--- src/rtl/core/tpe_pkg.sv ---
// shared constants, types and helpers of the trajectory polynomial evaluator
package tpe_pkg;

	localparam int SEGMENTS   = 16;
	localparam int COEFFS     = 8;
	localparam int NUM_AXES   = 3;
	localparam int NUM_DER    = 3;
	localparam int VAL_W      = 48;
	localparam int TIME_W     = 24;
	localparam int SEG_W      = 4;
	localparam int AXIS_W     = 2;
	localparam int POW_W      = 3;
	localparam int FRAC_SHIFT = 16;
	localparam int SPLIT      = 24;
	localparam int HI_W       = VAL_W - SPLIT + TIME_W + 1;
	localparam int LO_W       = SPLIT + TIME_W;
	localparam int PROD_W     = VAL_W + TIME_W + 1;
	localparam int SUM_W      = PROD_W - FRAC_SHIFT + 1;
	localparam int CIDX_W     = (COEFFS > 1) ? $clog2(COEFFS) : 1;
	localparam int W_W        = $clog2(COEFFS * COEFFS);
	localparam int WC_W       = VAL_W + W_W + 1;
	localparam int DEPTH      = SEGMENTS * NUM_AXES * COEFFS;
	localparam int ADDR_W     = $clog2(DEPTH);

	localparam logic REQ_WRITE = 1'b0;
	localparam logic REQ_EVAL  = 1'b1;

	typedef logic signed [VAL_W-1:0] val_t;

	localparam val_t VAL_MAX = {1'b0, {(VAL_W-1){1'b1}}};
	localparam val_t VAL_MIN = {1'b1, {(VAL_W-1){1'b0}}};

	typedef enum logic [1:0] {
		ST_IDLE,
		ST_READ,
		ST_DRAIN,
		ST_RESULT
	} ctl_state_t;

	typedef struct packed {
		logic              wr_en;
		logic              capture;
		logic              rd_en;
		logic [AXIS_W-1:0] rd_axis;
		logic [CIDX_W-1:0] rd_j;
		logic              load;
	} dp_cmd_t;

	typedef struct packed {
		logic seg_ok;
		logic busy;
	} dp_stat_t;

	// derivative weight: 1, j or j*(j-1)
	function automatic logic [W_W-1:0] weight(input int d, input logic [CIDX_W-1:0] j);
		int jj;
		jj = int'(j);
		if (d == 0) begin
			return W_W'(1);
		end else if (d == 1) begin
			return W_W'(jj);
		end else begin
			return W_W'(jj * (jj - 1));
		end
	endfunction

endpackage

--- src/rtl/core/tpe_ctrl.sv ---
// sequencer: request handshake, coefficient read order, result handshake
module tpe_ctrl (
	input  logic               clk,
	input  logic               arst_n,
	input  logic               req_valid,
	input  logic               req_type,
	output logic               req_ready,
	output logic               res_valid,
	input  logic               res_ready,
	output tpe_pkg::dp_cmd_t   cmd,
	input  tpe_pkg::dp_stat_t  stat
);

	tpe_pkg::ctl_state_t                 state_q, state_d;
	logic [tpe_pkg::AXIS_W-1:0]          axis_q;
	logic [tpe_pkg::CIDX_W-1:0]          j_q;
	logic                                res_valid_q;
	logic                                last_read;
	logic                                out_free;

	assign last_read = (int'(axis_q) == tpe_pkg::NUM_AXES - 1) && (j_q == '0);
	assign out_free  = !res_valid_q || res_ready;
	assign res_valid = res_valid_q;

	always_comb begin
		state_d = state_q;
		unique case (state_q)
			tpe_pkg::ST_IDLE: begin
				if (req_valid && req_type == tpe_pkg::REQ_EVAL) begin
					state_d = stat.seg_ok ? tpe_pkg::ST_READ : tpe_pkg::ST_RESULT;
				end
			end
			tpe_pkg::ST_READ: begin
				if (last_read) begin
					state_d = tpe_pkg::ST_DRAIN;
				end
			end
			tpe_pkg::ST_DRAIN: begin
				if (!stat.busy) begin
					state_d = tpe_pkg::ST_RESULT;
				end
			end
			tpe_pkg::ST_RESULT: begin
				if (out_free) begin
					state_d = tpe_pkg::ST_IDLE;
				end
			end
			default: state_d = tpe_pkg::ST_IDLE;
		endcase
	end

	always_comb begin
		cmd       = '0;
		req_ready = 1'b0;
		unique case (state_q)
			tpe_pkg::ST_IDLE: begin
				req_ready   = 1'b1;
				cmd.wr_en   = req_valid && req_type == tpe_pkg::REQ_WRITE;
				cmd.capture = req_valid && req_type == tpe_pkg::REQ_EVAL;
			end
			tpe_pkg::ST_READ: begin
				cmd.rd_en   = 1'b1;
				cmd.rd_axis = axis_q;
				cmd.rd_j    = j_q;
			end
			tpe_pkg::ST_DRAIN: begin
				cmd.rd_en = 1'b0;
			end
			tpe_pkg::ST_RESULT: begin
				cmd.load = out_free;
			end
			default: cmd = '0;
		endcase
	end

	always_ff @(posedge clk or negedge arst_n) begin
		if (!arst_n) begin
			state_q     <= tpe_pkg::ST_IDLE;
			axis_q      <= '0;
			j_q         <= tpe_pkg::CIDX_W'(tpe_pkg::COEFFS - 1);
			res_valid_q <= 1'b0;
		end else begin
			state_q <= state_d;
			// walk x, y, z for each power, highest power first
			if (state_q == tpe_pkg::ST_READ) begin
				if (int'(axis_q) == tpe_pkg::NUM_AXES - 1) begin
					axis_q <= '0;
					j_q    <= j_q - 1'b1;
				end else begin
					axis_q <= axis_q + 1'b1;
				end
			end else begin
				axis_q <= '0;
				j_q    <= tpe_pkg::CIDX_W'(tpe_pkg::COEFFS - 1);
			end
			if (cmd.load) begin
				res_valid_q <= 1'b1;
			end else if (res_ready) begin
				res_valid_q <= 1'b0;
			end
		end
	end

endmodule

--- config.mk ---
export PLATFORM = sky130hd
export DESIGN_NAME = tpe_ctrl
export DESIGN_NICKNAME = d
export VERILOG_FILES = /design/src/rtl/core/tpe_pkg.sv /design/src/rtl/core/tpe_ctrl.sv
export SDC_FILE = /design/constraint.sdc
export NUM_CORES = 1
export LEC_CHECK = 0
export BUFFER_PORTS_ARGS = -buffer_cell sky130_fd_sc_hd__buf_2
export CORE_AREA = 2 2 39 41
export CTS_CLUSTER_SIZE = 10
export DETAILED_ROUTE_END_ITERATION = 8
export DIE_AREA = 0 0 41 43
export PLACE_DENSITY_LB_ADDON = 0.15
export SLEW_MARGIN = 5
export SYNTH_ARGS = -nofsm -noshare
export SYNTH_HDL_FRONTEND = slang
export SYNTH_SLANG_ARGS = --single-unit
--- constraint.sdc ---
create_clock -name clk -period 4 [get_ports clk]
set_clock_uncertainty 0.2 [all_clocks]
set_input_delay 0.6 -clock clk [delete_from_list [all_inputs] [get_ports clk]]
set_output_delay 0.6 -clock clk [all_outputs]
set_load 0.02 [all_outputs]
==> results of run 1 <==
-- worst max-delay path, stage by stage (launching register included) --
cell and delay, ns:
dfrtp_1 0.40, inv_1 0.10, ha_1 0.38, and2_2 0.21, buf_2 0.15
-- repair_timing --
action | CTS | global route
hold buffers | 1 | 0
setup endpoints to repair | 0 | 0
endpoints found under the hold margin | 5 | 0
-- metal layers --
layer	vias to the layer above	global-route usage (%)
met5	-	0
met4	0	6.00
met3	5	9.42
met2	11	20.0
met1	191	12.5
li1	210	-
-- stage by stage --
stage | std cells | hold WS, ns | power, mW | setup WS [ns]
after floorplan | 51 | 0.104 | 0.319 | 1.90
after global placement | 83 | 0.257 | 0.383 | 1.99
after detailed placement | 83 | 0.257 | 0.384 | 1.97
after CTS | 88 | 0.306 | 0.459 | 1.67
after global routing | 88 | 0.332 | 0.491 | 1.59
final | 88 | 0.303 | 0.450 | 1.70
-- cells in the final DEF, fill, tap and decap left out, drive strengths merged --
cell and instances:
nor3 1, dfstp 3, inv 5, or2b 1, nand2 5, a21boi 1
nor3b 1, dlygate4sd3 1, xnor2 1, o211ai 1, a2111oi 1, nor2 1
nand3b 1, dfrtp 5, clkbuf 4, and3 1, nand2b 2, buf 17
a2bb2oi 1, and2 7, mux2i 2, ha 6, xor2 1, nand4bb 1
and3b 2
-- registers in the layout, indices dropped and copies added, names as in the netlist --
signal     flops
j_q            3
state_q        2
axis_q         2
res_valid      1
-- final timing paths --
path	startpoint	to	slack [ns]	depth (start not counted)
max	state_q[1]	cmd[4]	1.70	4
min	axis_q[0]	axis_q[0]	0.30	1
max reg2reg	state_q[0]	state_q[1]	2.15	5
min reg2reg	axis_q[0]	axis_q[0]	0.30	1
max in group asynchronous	arst_n	j_q[2]	2.87	2
min in group asynchronous	arst_n	state_q[0]	0.50	2
-- where the power goes --
part           switching (mW)  leakage, nW  internal (mW)
logic                   0.140        0.263          0.111
registers              0.0218       0.0945          0.107
clock network          0.0321       0.0150         0.0385
total                   0.194        0.372          0.256
-- cells by family after synthesis --
kind of cell	synth area share [%]
xor+xnor	3.34
flops	38.9
simple gates	27.9
mux	3.82
compound gates	7.40
fa+ha+maj	14.3
buf+inv	4.30
-- area by class of cell --
cell class	count	area (um2)	area share, %
Clock buffer	4	26.3	3.97
Timing Repair Buffer	18	95.1	14.4
Multi-Input combinational cell	37	298	45.0
Sequential cell	8	204	30.8
Tap cell	16	20.0	3.02
Inverter	5	18.8	2.84
==> results_dict.tcl, run 1 <==
set metrics [dict create \
    worstPathMaxFanout 13 \
    placed_cell_area_um2 626 \
    fillCellCount 144 \
    synthTopCellsByArea "dfrtp_1 (24%), dfstp_2 (15%), ha_1 (14%)" \
    avgSynthCellArea_um2 10.3 \
    cts_inserted_buffers 3 \
    overflow 0 \
    design_area_um2 662 \
    drv_slew 0 \
    syn_inst 51 \
    worstSetupStartpointType "flip-flop" \
    synth-async-reset-ratio_pct 100 \
    p_leak_nw 0.372 \
    dr_wl_met2_um 457 \
    grt_max_degree 14 \
    synth_area_um2 524 \
    cts.clk_slew.worst_paths_ns 0.06 \
    dp_hpwl_um 709 \
    tns_ns 0 \
    synth_seq_cells 8 \
    ir_drop_uv 352 \
    setup_viol 0 \
    clock_latency_ns 0.26 \
    clock-root-buffer "clkbuf_4" \
    ys_dominant_reg_cell "dfrtp_1" \
    cts_tree "built" \
    synth_top_cell_area_share_pct 23.9 \
    drc_errors 0 \
    num_io_pins 18 \
    antenna_cells 0 \
    hold_viol 0 \
    seq_area_frac_synth_pct 38.9 \
    worstSetupPathType "reg2out" \
    drtAntennaViolNets 0 \
    fin_crit_ns 2.30 \
    die_h_um 43 \
    slew_headroom_pct 74.0 \
    drt_iter0_drc 0 \
    synth_area_leader_cell "dfrtp_1" \
    grt_pass1_vias 370 \
    rsz0062_at_grt "false" \
    fin_nets 86 \
    grt_pass1_wl_um 1440 \
    antenna_found_initial 0 \
    post-route-period-util_pct 57.5 \
    crit_path_end_kind "output port" \
    port_buffers 17 \
    area_delta_synth_final_pct 26.3 \
    critPathRequiredTime_ns 3.20 \
    post_drt_wl_per_cell_um 10.5 \
    max_freq_ghz 0.435 \
    drt_first_pass_iters 1 \
    synth-edff-count 0 \
    drv_cap 0 \
    cts-resized-gates 0 \
    holdCritPathClass "reg2reg" \
    htree_levels 1 \
    drive_gt1_share_pct 38.9 \
    vias 417 \
    wl_met3_um 64 \
    rows 14 \
    cp.arrival_ns 1.50 \
    p_per_area_mw_per_mm2 680 \
    initial_utilization_pct 37.9 \
    place_congestion 0.688 \
    numClockSinks 8 \
    yosysUniqueCellTypes 24 \
    cts.repair_timing.setup_buffer_count 0 \
    routed_via_density 4.74 \
    status "complete, no violations" \
    syn-num-nets 64 \
    final_util_pct 47.8 \
    synth_common_cells "and2_1 (6), ha_1 (6), dfrtp_1 (5), inv_1 (5), nand2_1 (5)" \
    worst_pin_slew_ns 0.389 \
    die_x_um 41 \
    routed_wl_um 922 \
    cts_buffer_depth 2 \
    core_mm2 0.00138 \
    wl_met1_um 382 \
    grtUsageTotal_pct 13.0 \
    die_area_mm2 0.00176 \
    yosysWarnings 0 \
    top_layer_used "met4" \
]
No activity file was read; power rests on OpenSTA's default activity.
==> run 2, diff against run 1 <==
==> constraint.sdc (replaced) <==
create_clock -name clk -period 2 [get_ports clk]
set_clock_uncertainty 0.2 [all_clocks]
set_input_delay 0.3 -clock clk [delete_from_list [all_inputs] [get_ports clk]]
set_output_delay 0.3 -clock clk [all_outputs]
set_load 0.02 [all_outputs]
==> run 2 against run 1 <==
Compared with the run above: first-iteration DRC count rose by 3; highest routed layer unchanged; sequential cell count did not move; cell count did not move; global-route usage fell by 0.51 points; sequential power rose by 100%; critical path type unchanged; core utilization rose by 0.18 points; worst hold slack got worse by 0.17 ns; count of clock-buffer cells in the layout did not move; die area did not move; cell area rose by 0.38%; setup slack got worse by 1.6 ns; via count did not move.
==> results_dict.tcl, run 2 (synthesis gave the netlist of run 1 again) <==
set metrics [dict create \
    r2r-start "state_q[0]" \
    cts_buffer_depth 2 \
    reg.largest.list "j_q x3, axis_q x2, state_q x2" \
    layout_commonest_cell "buf_2" \
    crit_start "state_q[1]" \
    slowest_stage "dfrtp_1" \
    crit_path_end_kind "output port" \
    clock-root-buffer "clkbuf_4" \
    drtAntennaViolNets 0 \
    drv_slew 0 \
    worstSetupPathType "reg2out" \
    placed_cell_area_um2 626 \
    layout_common_cells "buf_2 (17), and2_1 (6)" \
    intPower_mw 0.515 \
    post_drt_wl_per_cell_um 10.4 \
    worstPathMaxFanout 13 \
    instances_no_fill 88 \
    drc_errors 0 \
    worstSetupStartpointType "flip-flop" \
    drt_iter0_drc 3 \
    place_congestion 0.720 \
    critPathRequiredTime_ns 1.50 \
    status "complete, no violations" \
    combinationalPowerShare_pct 56.2 \
    r2r_cells 5 \
    routed_via_density 4.74 \
    antenna_cells 0 \
    routed_wl_um 911 \
    holdCritPathClass "in2reg" \
    overflow 0 \
    vias 417 \
    numClockSinks 8 \
    drive_gt1_share_pct 40.3 \
    grt_pass1_vias 371 \
    worst_pin_slew_ns 0.375 \
    hold_viol 0 \
    switchingPower_mw 0.383 \
    p_sw_share_pct 42.6 \
    drt_first_pass_iters 3 \
    ir_drop_uv 688 \
    htree_levels 1 \
    drv_cap 0 \
    fin_crit_ns 1.91 \
    cts_tree "built" \
    largest_reg_flops 3 \
    power_frac_clock_pct 14.9 \
    reg2reg_to "state_q[1]" \
    place_inst 83 \
    die_area_mm2 0.00176 \
    rows 14 \
    slew_headroom_pct 75.0 \
    fin_nets 86 \
    dp_hpwl_um 706 \
    num_io_pins 18 \
    design_area_um2 664 \
    cp.arrival_ns 1.41 \
    max_stage_delay_ns 0.40 \
    p_per_area_mw_per_mm2 1350 \
    initial_utilization_pct 37.9 \
    max_freq_ghz 0.524 \
    core_mm2 0.00138 \
    die_h_um 43 \
    cts.clk_slew.worst_paths_ns 0.06 \
    grt_pass1_wl_um 1440 \
    rsz0062_at_grt "true" \
    die_x_um 41 \
    crit_chain "inv_1, ha_2, and2_2, buf_2" \
    antenna_found_initial 0 \
    seq_power_share_pct 28.9 \
    p_leak_nw 0.371 \
    hold_slack_ns 0.136 \
    cts_inserted_buffers 3 \
    port_buffers 17 \
    area_delta_synth_final_pct 26.7 \
    clock_latency_ns 0.25 \
    setup.worst_path.end "cmd[4]" \
    setup_viol 0 \
    post-route-period-util_pct 95.3 \
    cts.repair_timing.setup_buffer_count 0 \
    r2r_setup_slack_ns 0.18 \
    largest-register "j_q" \
    grt_max_degree 14 \
    grtUsageTotal_pct 12.5 \
    tns_ns 0 \
]
-- run 2: cell types whose count changed in the layout (fill, tap and decap cells not counted) --
cell	change
ha_2	+1
ha_1	-1
-- run 2: routing by layer --
layer	GRT usage [%]	vias to the layer above	wire, um
li1	-	211	-
met1	12.8	194	401
met2	20.0	10	454
met3	7.85	2	48
met4	4.00	0	6
met5	0	-	0
-- run 2: worst min path at each step --
| stage | start | endpoint | slack [ns] | depth (start not counted) |
|---|---|---|---|---|
| finish | res_ready | res_valid | 0.14 | 3 |
| global route | res_ready | res_valid | 0.15 | 3 |
| CTS | res_ready | res_valid | 0.13 | 3 |
| detailed placement | arst_n | state_q[0] | -0.04 | 1 |
| global placement | arst_n | axis_q[1] | -0.05 | 1 |
| floorplan | arst_n | axis_q[0] | -0.20 | 0 |
-- run 2: layout make-up --
class                   count  area [um2]
flip-flops and latches      8         204
inverters                   5        18.8
multi-input cells          37         300
fillers                   143         719
well taps                  16        20.0
clock buffers               4        26.3
repair buffers             18        95.1
-- run 2: power groups by stage --
stage / clock, mW / combinational, mW / sequential [mW]
floorplan: 0 / 0.374 / 0.264
global placement: 0 / 0.504 / 0.262
detailed placement: 0 / 0.505 / 0.262
CTS: 0.141 / 0.514 / 0.260
global route: 0.151 / 0.561 / 0.267
finish: 0.134 / 0.505 / 0.260
-- run 2: critical path, delay by kind of cell (launching register included) --
family        cells  cell delay, ns
flops             1            0.40
fa+ha+maj         1            0.32
buf+inv           2            0.26
simple gates      1            0.18
-- run 2: stage by stage --
stage	setup WS (ns)	power [mW]	util, %
6_report	0.0931	0.898	48.0
2_1_floorplan	0.187	0.637	-
4_1_cts	0.0656	0.915	48.0
5_1_grt	-0.000513	0.980	48.0
3_5_place_dp	0.171	0.768	45.2
3_3_place_gp	0.210	0.766	45.2
-- run 2: what timing repair did --
| action | 4_1_cts | 5_1_grt |
|---|---|---|
| hold buffers | 1 | 0 |
| resized for setup | 1 | 0 |
| hold endpoints to repair | 8 | 0 |
| setup endpoints to repair | 5 | 1 |
==> run 3, diff against run 2 <==
--- a/config.mk
+++ b/config.mk
@@ -6,10 +6,11 @@
 export NUM_CORES = 1
 export LEC_CHECK = 0
 export BUFFER_PORTS_ARGS = -buffer_cell sky130_fd_sc_hd__buf_2
-export CORE_AREA = 2 2 39 41
+export CORE_AREA = 8 8 45 47
+export CTS_BUF_LIST = sky130_fd_sc_hd__clkbuf_8
 export CTS_CLUSTER_SIZE = 10
 export DETAILED_ROUTE_END_ITERATION = 8
-export DIE_AREA = 0 0 41 43
+export DIE_AREA = 0 0 53 55
 export PLACE_DENSITY_LB_ADDON = 0.15
 export SLEW_MARGIN = 5
 export SYNTH_ARGS = -nofsm -noshare
==> run 3 against run 2 <==
Compared with the run above: count of clock-buffer cells in the layout is 1 lower; sequential power about the same; critical path depth unchanged.
==> results_dict.tcl, run 3 (synthesis gave the netlist of run 1 again) <==
set metrics [dict create \
    setup_viol 0 \
    fin_nets 86 \
    cts_inserted_buffers 3 \
    r2r_setup_slack_ns 0.15 \
    routed_via_density 4.50 \
    hold_end "res_valid" \
    crit_path_end_kind "output port" \
    rsz0062_at_grt "false" \
    layout_commonest_cell "buf_2" \
    numClockSinks 8 \
    reg2reg_to "state_q[1]" \
    num_io_pins 18 \
    place_congestion 0.694 \
    clock_latency_ns 0.23 \
    routed_wl_um 1020 \
    ir_drop_uv 705 \
    dp_hpwl_um 791 \
    layout_common_cells "buf_2 (17), inv_1 (6), and2_1 (6)" \
    die_area_mm2 0.00292 \
    instances_no_fill 88 \
    cp.arrival_ns 1.37 \
    grt_max_degree 14 \
    drtAntennaViolNets 0 \
    r2r_cells 5 \
    overflow 0 \
    largest-register "j_q" \
    grtUsageTotal_pct 7.81 \
    drv_cap 0 \
    crit_chain "inv_1, ha_2, and2_2, buf_2" \
    cts_tree "built" \
    area_delta_synth_final_pct 30.3 \
    drc_errors 0 \
    place_inst 83 \
    vias 396 \
    dp_slack_ns 0.163 \
    largest_reg_flops 3 \
    core_mm2 0.00138 \
    hold_depth 3 \
    r2r-start "state_q[0]" \
    die_h_um 55 \
    hp-start "res_ready" \
    critPathRequiredTime_ns 1.50 \
    p_per_area_mw_per_mm2 1420 \
    worst_pin_slew_ns 0.378 \
    drt_iter0_drc 3 \
    drt_first_pass_iters 3 \
    status "complete, no violations" \
    p_leak_nw 0.383 \
    antenna_found_initial 0 \
    grt_pass1_wl_um 1700 \
    slowest_stage "dfrtp_1" \
    htree_levels 1 \
    grt_pass1_vias 396 \
    max_freq_ghz 0.535 \
    post-route-period-util_pct 93.4 \
    reg.largest.list "j_q x3, axis_q x2, state_q x2" \
    port_buffers 17 \
    holdCritPathClass "in2reg" \
    rows 14 \
    antenna_cells 0 \
    cts_buffer_depth 2 \
    worstSetupStartpointType "flip-flop" \
    die_x_um 53 \
    fin_total_pwr_mw 0.969 \
    fin_ws_ns 0.131 \
    post_drt_wl_per_cell_um 11.6 \
    worstPathMaxFanout 13 \
    worstSetupPathType "reg2out" \
    tns_ns 0 \
    drv_slew 0 \
    clock-root-buffer "clkbuf_8" \
    max_stage_delay_ns 0.39 \
    initial_utilization_pct 37.9 \
    hold_viol 0 \
    cts.clk_slew.worst_paths_ns 0.04 \
    fin_crit_ns 1.87 \
    drive_gt1_share_pct 40.3 \
    slew_headroom_pct 74.7 \
]
==> run 3: cell count changes in the layout (fill, tap and decap cells not counted), sizes merged <==
cell	delta
clkbuf	-1
inv	+1
==> run 3: worst max-delay path, delay by kind of cell (launching register included) <==
kind | cells | cell delay (ns)
flip-flops | 1 | 0.39
AND/OR/NAND/NOR | 1 | 0.17
adder cells (fa/ha/maj) | 1 | 0.31
buffers and inverters | 2 | 0.26
==> run 3: how the worst max path moves through the flow <==
stage | from | to | slack, ns | cells after the start
final | state_q[1] | cmd[4] | 0.13 | 4
after global placement | state_q[0] | state_q[1] | 0.21 | 5
after detailed placement | state_q[0] | state_q[1] | 0.16 | 5
after CTS | state_q[1] | cmd[4] | 0.11 | 4
after global routing | state_q[0] | state_q[1] | 0.02 | 5
after floorplan | state_q[0] | state_q[1] | 0.19 | 5
==> run 3: through the flow <==
step / hold WS, ns / utilization (%) / instance area, um2
final: 0.143 / 49.4 / 683
after global routing: 0.176 / 49.4 / 683
after CTS: 0.143 / 49.4 / 683
after detailed placement: -0.0461 / 45.2 / 626
after global placement: -0.0457 / 45.2 / 626
after floorplan: -0.196 / - / 524
==> run 3: power breakdown <==
part | switching, mW | internal, mW | leakage, nW
registers | 0.0461 | 0.215 | 0.0945
logic | 0.284 | 0.223 | 0.261
clock network | 0.0676 | 0.133 | 0.0269
total | 0.397 | 0.571 | 0.383
==> run 3: what timing repair did <==
item                                    in CTS  in global routing
endpoints found under the setup margin       1                  0
buffers inserted                             0                  0
resized for setup                            1                  0
hold endpoints to repair                     8                  0
hold buffers                                 1                  0
==> run 3: cell type report <==
type                    instances  area, um2
clock buffers                   3       41.3
clock inverters                 1       3.75
fillers                       140        701
inverters                       5       18.8
multi-input cells              37        300
flip-flops and latches          8        204
well taps                      16       20.0
repair buffers                 18       95.1
==> run 3: metal layers <==
| layer | global-route usage (%) | routed length [um] | vias to the layer above |
|---|---|---|---|
| met3 | 4.28 | 76 | 2 |
| met5 | 0 | 0 | - |
| li1 | - | - | 210 |
| met4 | 2.59 | 10 | 0 |
| met1 | 8.96 | 468 | 173 |
| met2 | 12.1 | 463 | 11 |
